[src/mtc_pkg.sv]
`timescale 1ns / 1ps
// Shared types, codes and constants for the magnetic tag classifier.
// Used by every pipeline stage and by the top level; depends on nothing.
package mtc_pkg;

   // Widths of the transaction fields.
   localparam int AngleWidth  = 9;
   localparam int GainWidth   = 8;
   localparam int SumWidth    = 9;
   localparam int DigitWidth  = 5;
   localparam int OrientWidth = 3;
   localparam int IdWidth     = 6;
   localparam int FaceWidth   = 4;

   // Packed bus widths (data padded to whole bytes).
   localparam int ReqDataWidth = 40;
   localparam int RspDataWidth = 32;
   localparam int CsrDataWidth = 32;
   localparam int CsrAddrWidth = 3;

   // Register map: word index taken from paddr[2].
   localparam logic CSR_STRENGTH_LIMIT = 1'b0;
   localparam logic [SumWidth-1:0] STRENGTH_LIMIT_RESET = 9'd450;

   // Quantizer constants.
   localparam logic [GainWidth-1:0]  GAIN_FULL    = 8'd255;
   localparam logic [AngleWidth-1:0] ANGLE_LOW    = 9'd6;
   localparam logic [AngleWidth-1:0] ANGLE_HIGH   = 9'd354;
   localparam logic [AngleWidth:0]   ANGLE_OFFSET = 10'd18;
   // (x / 4) * 171 / 512 equals x / 12 for the angles that reach the divider.
   localparam logic [7:0]            RECIP_THREE  = 8'd171;

   // Digit codes with a meaning of their own.
   localparam logic [DigitWidth-1:0] DIGIT_ZERO     = 5'd0;
   localparam logic [DigitWidth-1:0] DIGIT_NEAR     = 5'd1;
   localparam logic [DigitWidth-1:0] DIGIT_TWO      = 5'd2;
   localparam logic [DigitWidth-1:0] DIGIT_PURPLE   = 5'd5;
   localparam logic [DigitWidth-1:0] DIGIT_PID_LO   = 5'd8;
   localparam logic [DigitWidth-1:0] DIGIT_PID_HI   = 5'd10;
   localparam logic [DigitWidth-1:0] DIGIT_PMARK_LO = 5'd15;
   localparam logic [DigitWidth-1:0] DIGIT_ID_HI    = 5'd17;
   localparam logic [DigitWidth-1:0] DIGIT_FACE_LO  = 5'd17;
   localparam logic [DigitWidth-1:0] DIGIT_FACE_REAL = 5'd18;
   localparam logic [DigitWidth-1:0] DIGIT_SLEEP    = 5'd25;
   localparam logic [DigitWidth-1:0] DIGIT_FACE_HI  = 5'd29;
   localparam logic [DigitWidth-1:0] DIGIT_PLOW_TOP = 5'd30;

   typedef enum logic [2:0] {
      KIND_NOTHING = 3'd0,
      KIND_INVALID = 3'd1,
      KIND_REGULAR = 3'd2,
      KIND_PASSIVE = 3'd3,
      KIND_COMMAND = 3'd4
   } kind_type;

   typedef enum logic [1:0] {
      CMD_NONE   = 2'd0,
      CMD_SLEEP  = 2'd1,
      CMD_PURPLE = 2'd2
   } cmd_type;

   // Orientation codes.
   localparam logic signed [OrientWidth-1:0] ORIENT_NONE = -3'sd1;
   localparam logic signed [OrientWidth-1:0] ORIENT_0    = 3'sd0;
   localparam logic signed [OrientWidth-1:0] ORIENT_1    = 3'sd1;
   localparam logic signed [OrientWidth-1:0] ORIENT_2    = 3'sd2;
   localparam logic signed [OrientWidth-1:0] ORIENT_3    = 3'sd3;

   localparam logic signed [IdWidth-1:0]   ID_NONE   = -6'sd1;
   localparam logic signed [FaceWidth-1:0] FACE_NONE = -4'sd1;

   typedef logic [DigitWidth-1:0] digit_type;

   // Stage 1 output: both digits and the strength sum.
   typedef struct packed {
      digit_type             digit_a;
      digit_type             digit_b;
      logic [SumWidth-1:0]   sum;
   } quant_type;

   // Classification of one digit.
   typedef struct packed {
      digit_type                    value;
      logic                         is_face;
      logic                         is_id;
      logic                         odd;
      logic                         pmark;
      logic                         plow;
      logic                         pid;
      logic signed [FaceWidth-1:0]  face;
   } flags_type;

   // Stage 2 output.
   typedef struct packed {
      flags_type            fa;
      flags_type            fb;
      logic                 absent;
      logic                 same;
      cmd_type              cmd;
      logic [SumWidth-1:0]  sum;
   } decode_type;

   // Final result.
   typedef struct packed {
      kind_type                       kind;
      logic signed [OrientWidth-1:0]  orientation;
      logic signed [IdWidth-1:0]      module_id;
      logic signed [FaceWidth-1:0]    face_number;
      cmd_type                        command;
      logic [SumWidth-1:0]            sum;
   } result_type;

endpackage

[src/mtc_quantize.sv]
`timescale 1ns / 1ps
// Stage 1: quantizes both sensor readings to digits and sums the gains.
// Depends on mtc_pkg.
module mtc_quantize (
   input  logic                         clock,
   input  logic                         reset,
   input  logic                         in_valid,
   input  logic                         advance,
   input  logic [mtc_pkg::AngleWidth-1:0] angle_a,
   input  logic [mtc_pkg::GainWidth-1:0]  gain_a,
   input  logic [mtc_pkg::AngleWidth-1:0] angle_b,
   input  logic [mtc_pkg::GainWidth-1:0]  gain_b,
   output logic                         out_valid,
   output mtc_pkg::quant_type           out_data
);
   import mtc_pkg::*;

   logic      valid_ff;
   quant_type data_ff;
   quant_type data_in;

   // Digit of one reading; the divide by twelve is a shift and a multiply.
   function automatic digit_type quantize(input logic [AngleWidth-1:0] angle,
                                          input logic [GainWidth-1:0] gain);
      logic [AngleWidth:0] shifted;
      logic [15:0]         prod;
      digit_type           d;
      shifted = {1'b0, angle} + ANGLE_OFFSET;
      prod    = {8'd0, shifted[AngleWidth:2]} * {8'd0, RECIP_THREE};
      if ((gain == '0) || (gain == GAIN_FULL)) begin
         d = DIGIT_ZERO;
      end else if ((angle < ANGLE_LOW) || (angle > ANGLE_HIGH)) begin
         d = DIGIT_NEAR;
      end else begin
         d = prod[13:9];
      end
      return d;
   endfunction

   always_comb begin
      data_in.digit_a = quantize(angle_a, gain_a);
      data_in.digit_b = quantize(angle_b, gain_b);
      data_in.sum     = {1'b0, gain_a} + {1'b0, gain_b};
   end

   // Valid register follows the stage enable.
   always_ff @(posedge clock) begin
      if (reset) begin
         valid_ff <= 1'b0;
      end else if (advance) begin
         valid_ff <= in_valid;
      end
   end

   always_ff @(posedge clock) begin
      if (advance) begin
         data_ff <= data_in;
      end
   end

   assign out_valid = valid_ff;
   assign out_data  = data_ff;

endmodule

[src/mtc_decode.sv]
`timescale 1ns / 1ps
// Stage 2: classifies each digit and checks the strength window.
// Depends on mtc_pkg.
module mtc_decode (
   input  logic                         clock,
   input  logic                         reset,
   input  logic                         in_valid,
   input  logic                         advance,
   input  mtc_pkg::quant_type           in_data,
   input  logic [mtc_pkg::SumWidth-1:0] strength_limit,
   output logic                         out_valid,
   output mtc_pkg::decode_type          out_data
);
   import mtc_pkg::*;

   logic       valid_ff;
   decode_type data_ff;
   decode_type data_in;

   // Per-digit membership flags and face index.
   function automatic flags_type classify(input digit_type d);
      flags_type f;
      digit_type diff;
      diff      = DIGIT_FACE_HI - d;
      f.value   = d;
      f.is_face = (d >= DIGIT_FACE_LO) && (d <= DIGIT_FACE_HI);
      f.is_id   = (d >= DIGIT_NEAR) && (d <= DIGIT_ID_HI);
      f.odd     = d[0];
      f.plow    = (d == DIGIT_PLOW_TOP) || (d == DIGIT_NEAR) || (d == DIGIT_TWO);
      f.pmark   = f.plow || ((d >= DIGIT_PMARK_LO) && (d <= DIGIT_ID_HI));
      f.pid     = (d >= DIGIT_PID_LO) && (d <= DIGIT_PID_HI);
      if ((d >= DIGIT_FACE_REAL) && (d <= DIGIT_FACE_HI)) begin
         f.face = {1'b0, diff[3:1]};
      end else begin
         f.face = FACE_NONE;
      end
      return f;
   endfunction

   always_comb begin
      data_in.fa     = classify(in_data.digit_a);
      data_in.fb     = classify(in_data.digit_b);
      data_in.absent = (in_data.sum > strength_limit) || (in_data.sum == '0);
      data_in.same   = (in_data.digit_a == in_data.digit_b) &&
                       (in_data.digit_a != DIGIT_ID_HI) &&
                       (in_data.digit_a != DIGIT_PLOW_TOP);
      case (in_data.digit_a)
         DIGIT_SLEEP:  data_in.cmd = CMD_SLEEP;
         DIGIT_PURPLE: data_in.cmd = CMD_PURPLE;
         default:      data_in.cmd = CMD_NONE;
      endcase
      data_in.sum = in_data.sum;
   end

   always_ff @(posedge clock) begin
      if (reset) begin
         valid_ff <= 1'b0;
      end else if (advance) begin
         valid_ff <= in_valid;
      end
   end

   always_ff @(posedge clock) begin
      if (advance) begin
         data_ff <= data_in;
      end
   end

   assign out_valid = valid_ff;
   assign out_data  = data_ff;

endmodule

[src/mtc_resolve.sv]
`timescale 1ns / 1ps
// Stage 3: applies the ordered tag rules and holds the result register.
// Depends on mtc_pkg.
module mtc_resolve (
   input  logic                 clock,
   input  logic                 reset,
   input  logic                 in_valid,
   input  logic                 advance,
   input  mtc_pkg::decode_type  in_data,
   output logic                 out_valid,
   output mtc_pkg::result_type  out_data
);
   import mtc_pkg::*;

   logic       valid_ff;
   result_type data_ff;
   result_type data_in;

   // Rules run in order; later ones overwrite, passive ones only kind and orientation.
   always_comb begin
      data_in.kind        = KIND_NOTHING;
      data_in.orientation = ORIENT_NONE;
      data_in.module_id   = ID_NONE;
      data_in.face_number = FACE_NONE;
      data_in.command     = CMD_NONE;
      data_in.sum         = in_data.sum;
      if (!in_data.absent) begin
         data_in.kind = KIND_INVALID;
         if (in_data.fa.is_face && in_data.fb.is_id) begin
            data_in.kind        = KIND_REGULAR;
            data_in.module_id   = {1'b0, in_data.fb.value};
            data_in.face_number = in_data.fa.face;
            data_in.orientation = in_data.fa.odd ? ORIENT_1 : ORIENT_0;
         end
         if (in_data.fb.is_face && in_data.fa.is_id) begin
            data_in.kind        = KIND_REGULAR;
            data_in.module_id   = {1'b0, in_data.fa.value};
            data_in.face_number = in_data.fb.face;
            data_in.orientation = in_data.fb.odd ? ORIENT_3 : ORIENT_2;
         end
         if (in_data.fa.pmark && in_data.fb.pid) begin
            data_in.kind        = KIND_PASSIVE;
            data_in.orientation = in_data.fa.plow ? ORIENT_2 : ORIENT_3;
         end
         if (in_data.fb.pmark && in_data.fa.pid) begin
            data_in.kind        = KIND_PASSIVE;
            data_in.orientation = in_data.fb.plow ? ORIENT_0 : ORIENT_1;
         end
         if (in_data.same) begin
            data_in.kind    = KIND_COMMAND;
            data_in.command = in_data.cmd;
         end
      end
   end

   always_ff @(posedge clock) begin
      if (reset) begin
         valid_ff <= 1'b0;
      end else if (advance) begin
         valid_ff <= in_valid;
      end
   end

   always_ff @(posedge clock) begin
      if (advance) begin
         data_ff <= data_in;
      end
   end

   assign out_valid = valid_ff;
   assign out_data  = data_ff;

   // A regular module always carries an id digit.
   assert property (@(posedge clock) disable iff (reset)
      valid_ff && (data_ff.kind == KIND_REGULAR) |->
         (data_ff.module_id >= 6'sd1) && (data_ff.module_id <= 6'sd17))
      else $error("regular module without id");

   // Only command tags carry a command code.
   assert property (@(posedge clock) disable iff (reset)
      valid_ff && (data_ff.command != CMD_NONE) |-> (data_ff.kind == KIND_COMMAND))
      else $error("command code on non-command tag");

   // An absent tag reports no fields.
   assert property (@(posedge clock) disable iff (reset)
      valid_ff && (data_ff.kind == KIND_NOTHING) |->
         (data_ff.orientation == ORIENT_NONE) && (data_ff.module_id == ID_NONE) &&
         (data_ff.face_number == FACE_NONE))
      else $error("absent tag with fields set");

endmodule

[src/magnetic_tag_classifier_top.sv]
`timescale 1ns / 1ps
// An accepted request passes the quantize, decode and resolve registers to rsp_tvalid.
// Throughput: one transaction per cycle unless rsp_tready stalls; each of the three
// stages holds one item and moves when the stage after it is empty or moving.
// Reset: synchronous, clears all stage valid bits and sets strength_limit to 450.
// Top level of the magnetic tag classifier; depends on mtc_pkg and the stage modules.
module magnetic_tag_classifier_top (
   input  logic                              clock,
   input  logic                              reset,
   // Request stream.
   input  logic                              req_tvalid,
   output logic                              req_tready,
   // angle_a[8:0], gain_a[16:9], angle_b[25:17], gain_b[33:26], zero [39:34]
   input  logic [mtc_pkg::ReqDataWidth-1:0]  req_tdata,
   // Response stream.
   output logic                              rsp_tvalid,
   input  logic                              rsp_tready,
   // tag_kind[2:0], orientation[5:3], module_id[11:6], face_number[15:12],
   // command_code[17:16], strength_sum[26:18], zero [31:27]
   output logic [mtc_pkg::RspDataWidth-1:0]  rsp_tdata,
   // Configuration port.
   input  logic                              csr_psel,
   input  logic                              csr_penable,
   input  logic                              csr_pwrite,
   input  logic [mtc_pkg::CsrAddrWidth-1:0]  csr_paddr,
   input  logic [mtc_pkg::CsrDataWidth-1:0]  csr_pwdata,
   output logic [mtc_pkg::CsrDataWidth-1:0]  csr_prdata,
   output logic                              csr_pready
);
   import mtc_pkg::*;

   logic [SumWidth-1:0] strength_limit_ff;
   logic                csr_write;

   logic       s1_valid, s2_valid, s3_valid;
   logic       s1_advance, s2_advance, s3_advance;
   quant_type  s1_data;
   decode_type s2_data;
   result_type s3_data;

   // Configuration register.
   assign csr_pready = 1'b1;
   assign csr_write  = csr_psel && csr_penable && csr_pwrite && csr_pready;

   always_ff @(posedge clock) begin
      if (reset) begin
         strength_limit_ff <= STRENGTH_LIMIT_RESET;
      end else if (csr_write && (csr_paddr[2] == CSR_STRENGTH_LIMIT)) begin
         strength_limit_ff <= csr_pwdata[SumWidth-1:0];
      end
   end

   always_comb begin
      if (csr_paddr[2] == CSR_STRENGTH_LIMIT) begin
         csr_prdata = {{(CsrDataWidth-SumWidth){1'b0}}, strength_limit_ff};
      end else begin
         csr_prdata = '0;
      end
   end

   // Stage enables: a stage moves when it is empty or the next one moves.
   assign s3_advance = !s3_valid || rsp_tready;
   assign s2_advance = !s2_valid || s3_advance;
   assign s1_advance = !s1_valid || s2_advance;
   assign req_tready = s1_advance;

   mtc_quantize u_quantize (
      .clock     (clock),
      .reset     (reset),
      .in_valid  (req_tvalid),
      .advance   (s1_advance),
      .angle_a   (req_tdata[8:0]),
      .gain_a    (req_tdata[16:9]),
      .angle_b   (req_tdata[25:17]),
      .gain_b    (req_tdata[33:26]),
      .out_valid (s1_valid),
      .out_data  (s1_data)
   );

   mtc_decode u_decode (
      .clock          (clock),
      .reset          (reset),
      .in_valid       (s1_valid),
      .advance        (s2_advance),
      .in_data        (s1_data),
      .strength_limit (strength_limit_ff),
      .out_valid      (s2_valid),
      .out_data       (s2_data)
   );

   mtc_resolve u_resolve (
      .clock     (clock),
      .reset     (reset),
      .in_valid  (s2_valid),
      .advance   (s3_advance),
      .in_data   (s2_data),
      .out_valid (s3_valid),
      .out_data  (s3_data)
   );

   // Response packing.
   assign rsp_tvalid = s3_valid;
   assign rsp_tdata  = {5'd0, s3_data.sum, s3_data.command, s3_data.face_number,
                        s3_data.module_id, s3_data.orientation, s3_data.kind};

   // The request side only stalls when a finished result is held back.
   assert property (@(posedge clock) disable iff (reset)
      !req_tready |-> rsp_tvalid && !rsp_tready)
      else $error("request stalled without back-pressure");

   // An item accepted while rsp_tready stays high moves through every stage to the output.
   assert property (@(posedge clock) disable iff (reset)
      req_tvalid && req_tready && rsp_tready ##1 rsp_tready ##1 rsp_tready |=> rsp_tvalid)
      else $error("accepted transaction did not reach the output");

   // A held result stays in place.
   assert property (@(posedge clock) disable iff (reset)
      rsp_tvalid && !rsp_tready |=> rsp_tvalid && $stable(rsp_tdata))
      else $error("stalled response changed");

endmodule

[config.mk]
export PLATFORM = sky130hd
export DESIGN_NAME = magnetic_tag_classifier_top
export DESIGN_NICKNAME = d
export VERILOG_FILES = /design/src/mtc_pkg.sv /design/src/mtc_quantize.sv /design/src/mtc_decode.sv /design/src/mtc_resolve.sv /design/src/magnetic_tag_classifier_top.sv
export SDC_FILE = /design/constraint.sdc
export NUM_CORES = 1
export LEC_CHECK = 0
export BUFFER_PORTS_ARGS = -buffer_cell sky130_fd_sc_hd__buf_4
export CAP_MARGIN = 0
export CORE_MARGIN = 2
export CORE_UTILIZATION = 30
export CTS_CLUSTER_SIZE = 28
export DETAILED_ROUTE_END_ITERATION = 6
export PLACE_DENSITY = 0.45
export RECOVER_POWER = 100
export SYNTH_ARGS = -nofsm -noshare
export SYNTH_HDL_FRONTEND = slang
export SYNTH_HIERARCHICAL = 1
export SYNTH_SLANG_ARGS = --single-unit
[constraint.sdc]
create_clock -name clock -period 11.5 [get_ports clock]
set_input_delay 0.575 -clock clock [delete_from_list [all_inputs] [get_ports clock]]
set_output_delay 0.575 -clock clock [all_outputs]
set_load 0.01 [all_outputs]
==> metrics <==
wire per inst=approximately 13 um; Crit Path Class=input pin to flip-flop; initial antenna violation count=0; Post-DP HPWL=about 11000 um; Post-synth top flop=edfxtp_1; syn avg cell area=10.48 sq um; clk_skew=0.004371 ns; GRT overflow=0; CTS Buffer Depth=2; FF-to-FF path depth=4; asr flop ratio synth=0; largest net degree at the start of global routing=43; register area share after synthesis=0.3812; Startpoint Class=input pin; RD Place Congestion=0.7525; FF+latch count, synth=about 100; Worst-Skew Late Latency=0.33 ns; post-CTS setup buffer count=0; Ports=149; die width=about 160 um; Total GRT Usage=0.1086; CTS clk-pin slew, worst paths=around 0.07 ns; WP buf/inv=5; Initial Util=0.3068; Critical Path AT=between 5 and 6 ns; Placed Cells=around 1100; Synth top area share=0.3491; Port Buffers=88; layout cells sized above 1=0.09524; DRT Pass-1 Iters=5; Tmin final=about 5.0 ns; setup violators final=0; cells after synthesis=around 700; RSZ-0062 raised after global routing=no; crit path capture type=flip-flop; post-route cell area=between 8000 and 9000 sq um; CTS H-tree lvls=3; Rows=between 50 and 60; Final Util=0.3443; first-pass GRT wire length=approximately 23000 um; Vias/cell=about 4.3; clock root cell=clkbuf_16; violated checks=max-capacitance violations, max-slew violations; Cell variety after synth=just under 70; Critical Path Max Stage Delay=0.52 ns; leading area contributor after synthesis=edfxtp_1; Hold WC Path Type=flip-flop to flip-flop; worst slew pin tran=2.295 ns; vias in the first global route=4744; Slew Viols, Final=43; r2r endpoint=u_decode/out_valid$_SDFFE_PP0P_; DRC=0; Worst R2R Setup Slack=~9 ns; count of hold-fix buffers inserted at cts=0; count of max-cap constraint violations=1; largest cells by area after synthesis=edfxtp_1, ha_1, fa_1; Lkg Pwr=between 0.003 and 0.004 uW; cell with the most instances after synthesis=ha_1; post-CTS sizing=0; antenna-violating nets left=0; Crit path max-delay family=adder cells; synthesized cell area=between 7000 and 8000 sq um; Area growth syn-to-layout=12.21%; Placed Area=8318 sq um; status=finished, violations left; hold depth=0; Post-synth EDFFs=between 80 and 90; Cell Count, Final, Fillers Out=between 1000 and 1500; DR vias=about 4900; Post-synth top cells=ha_1, inv_1, edfxtp_1; crit path cell chain=clkbuf_1 -> ha_1 -> xor2_1 -> nand2_1 -> inv_1 -> or2_0 -> clkinv_1 -> fa_1 -> fa_1 -> inv_1 -> fa_1 -> inv_1 -> ha_1 -> and4_1 -> nand3_1 -> o221ai_1 -> o31a_1 -> xnor2_1 -> nor2_1; Peak VDD IR=between 0.00006 and 0.00007 V; Final Hold Violating Endpoints=0; WL final=around 14000 um; diodes inserted=0; total chip power=between 1500 and 2000 uW; sum of negative setup slack=0 ns; Slowest cell on crit path=fa_1; power density over cell area=187.6 nW/um^2; Hold Path Origin=u_decode/out_data[0]$_DFFE_PP_; Period Utilization, post-route=0.4337; number of DRC markers in iteration 0=between 200 and 300; worst rel slew slack=-0.5298; Synth Warn #=6; Hold Path Sink=u_resolve/out_data[0]$_DFFE_PP_; Required @ worst endpoint=11.59 ns; TritonCTS buffer count=9; Die Span Y=roughly 160 um; area of the core=around 24000 sq um; Max Freq=approximately 0.20 GHz; worst r2r src=u_resolve/out_valid$_SDFFE_PP0P_; Post-layout nets=around 1000; CTS sink cnt=slightly below 100; full die area=about 26000 sq um; crit path max fanout=6; CTS tree=done
## worst max path at each step
stage	depth (start not counted)	endpoint	startpoint	slack (ns)
after floorplan	19	u_quantize/out_data[18]$_SDFFCE_PP0P_	req_tdata[1]	6.83
after global placement	19	u_quantize/out_data[18]$_SDFFCE_PP0P_	req_tdata[1]	6.36
after detailed placement	19	u_quantize/out_data[18]$_SDFFCE_PP0P_	req_tdata[1]	6.32
after CTS	19	u_quantize/out_data[18]$_SDFFCE_PP0P_	req_tdata[1]	6.69
after global routing	19	u_quantize/out_data[17]$_SDFFCE_PP0P_	req_tdata[1]	6.06
final	19	u_quantize/out_data[18]$_SDFFCE_PP0P_	req_tdata[1]	6.51
## placed cells by master, fill, tap and decap left out, types with 25 or more instances in the layout
cell / n
inv_1: 99
ha_1: 99
edfxtp_1: 87
clkbuf_1: 47
buf_4: 45
nor2_1: 41
nand2_1: 37
conb_1: 29
nor3_1: 26
o21ai_0: 25
a21oi_1: 25
## per-stage QoR
step,hold WS (ns),worst slack (ns)
finish,0.4145,6.512
CTS,0.4191,6.688
global placement,0.4069,6.362
floorplan,0.4003,6.826
detailed placement,0.4045,6.320
global route,0.4272,6.058
## cell type report
| type | count | area (sq um) |
|---|---|---|
| fill | 2538 | 15990 |
| multi-input combinational | 492 | 3958 |
| sequential | 99 | 2853 |
| timing repair buffer | 91 | 510.5 |
| tap | 324 | 405.4 |
| inverter | 100 | 375.4 |
| clock buffer | 10 | 229.0 |
| clock inverter | 6 | 66.31 |
## worst reg2reg max path: cells and delay by family, from the launching register on
| family | cells | cell delay, ns |
|---|---|---|
| buffers and inverters | 1 | 1.64 |
| multiplexers | 1 | 0.32 |
| AND/OR/NAND/NOR | 2 | 0.16 |
| flip-flops | 1 | 0.35 |
## where the power goes
part           internal, uW  total, uW  switching [uW]  leakage [uW]
Clock                   169        297             129      0.000136
Sequential              539        629            90.0       0.00101
Combinational           285        649             364       0.00263
## cell families after synthesis
family | Yosys count | share of synthesized area
adders and majority gates | 122 | 0.2271
DFF | 99 | 0.3812
AOI/OAI and AO/OA | 96 | 0.08678
buffers and inverters | 150 | 0.09764
xor gates and xnor gates | 42 | 0.05216
and+or+nand+nor | 188 | 0.1339
other | 2 | 0.001004
muxes | 15 | 0.02023
## flip-flops by register name, indices dropped and copies added (netlist names)
| name | count |
|---|---|
| u_quantize/out_data | 19 |
| u_resolve/out_valid | 1 |
| strength_limit_ff | 9 |
| u_decode/out_valid | 1 |
| u_decode/out_data | 41 |
| u_quantize/out_valid | 1 |
| u_resolve/out_data | 27 |
## per-layer routing
| metal | part of all wire | vias up | GRT usage | wire length (um) |
|---|---|---|---|---|
| li1 | - | 2558 | - | - |
| met1 | 0.49 | 2231 | 0.1494 | 7003 |
| met2 | 0.47 | 73 | 0.1805 | 6631 |
| met3 | 0.029 | 8 | 0.01634 | 416 |
| met4 | 0.0099 | 0 | 0.02534 | 140 |
| met5 | 0 | - | 0 | 0 |
(Power assumes the default switching activity.)
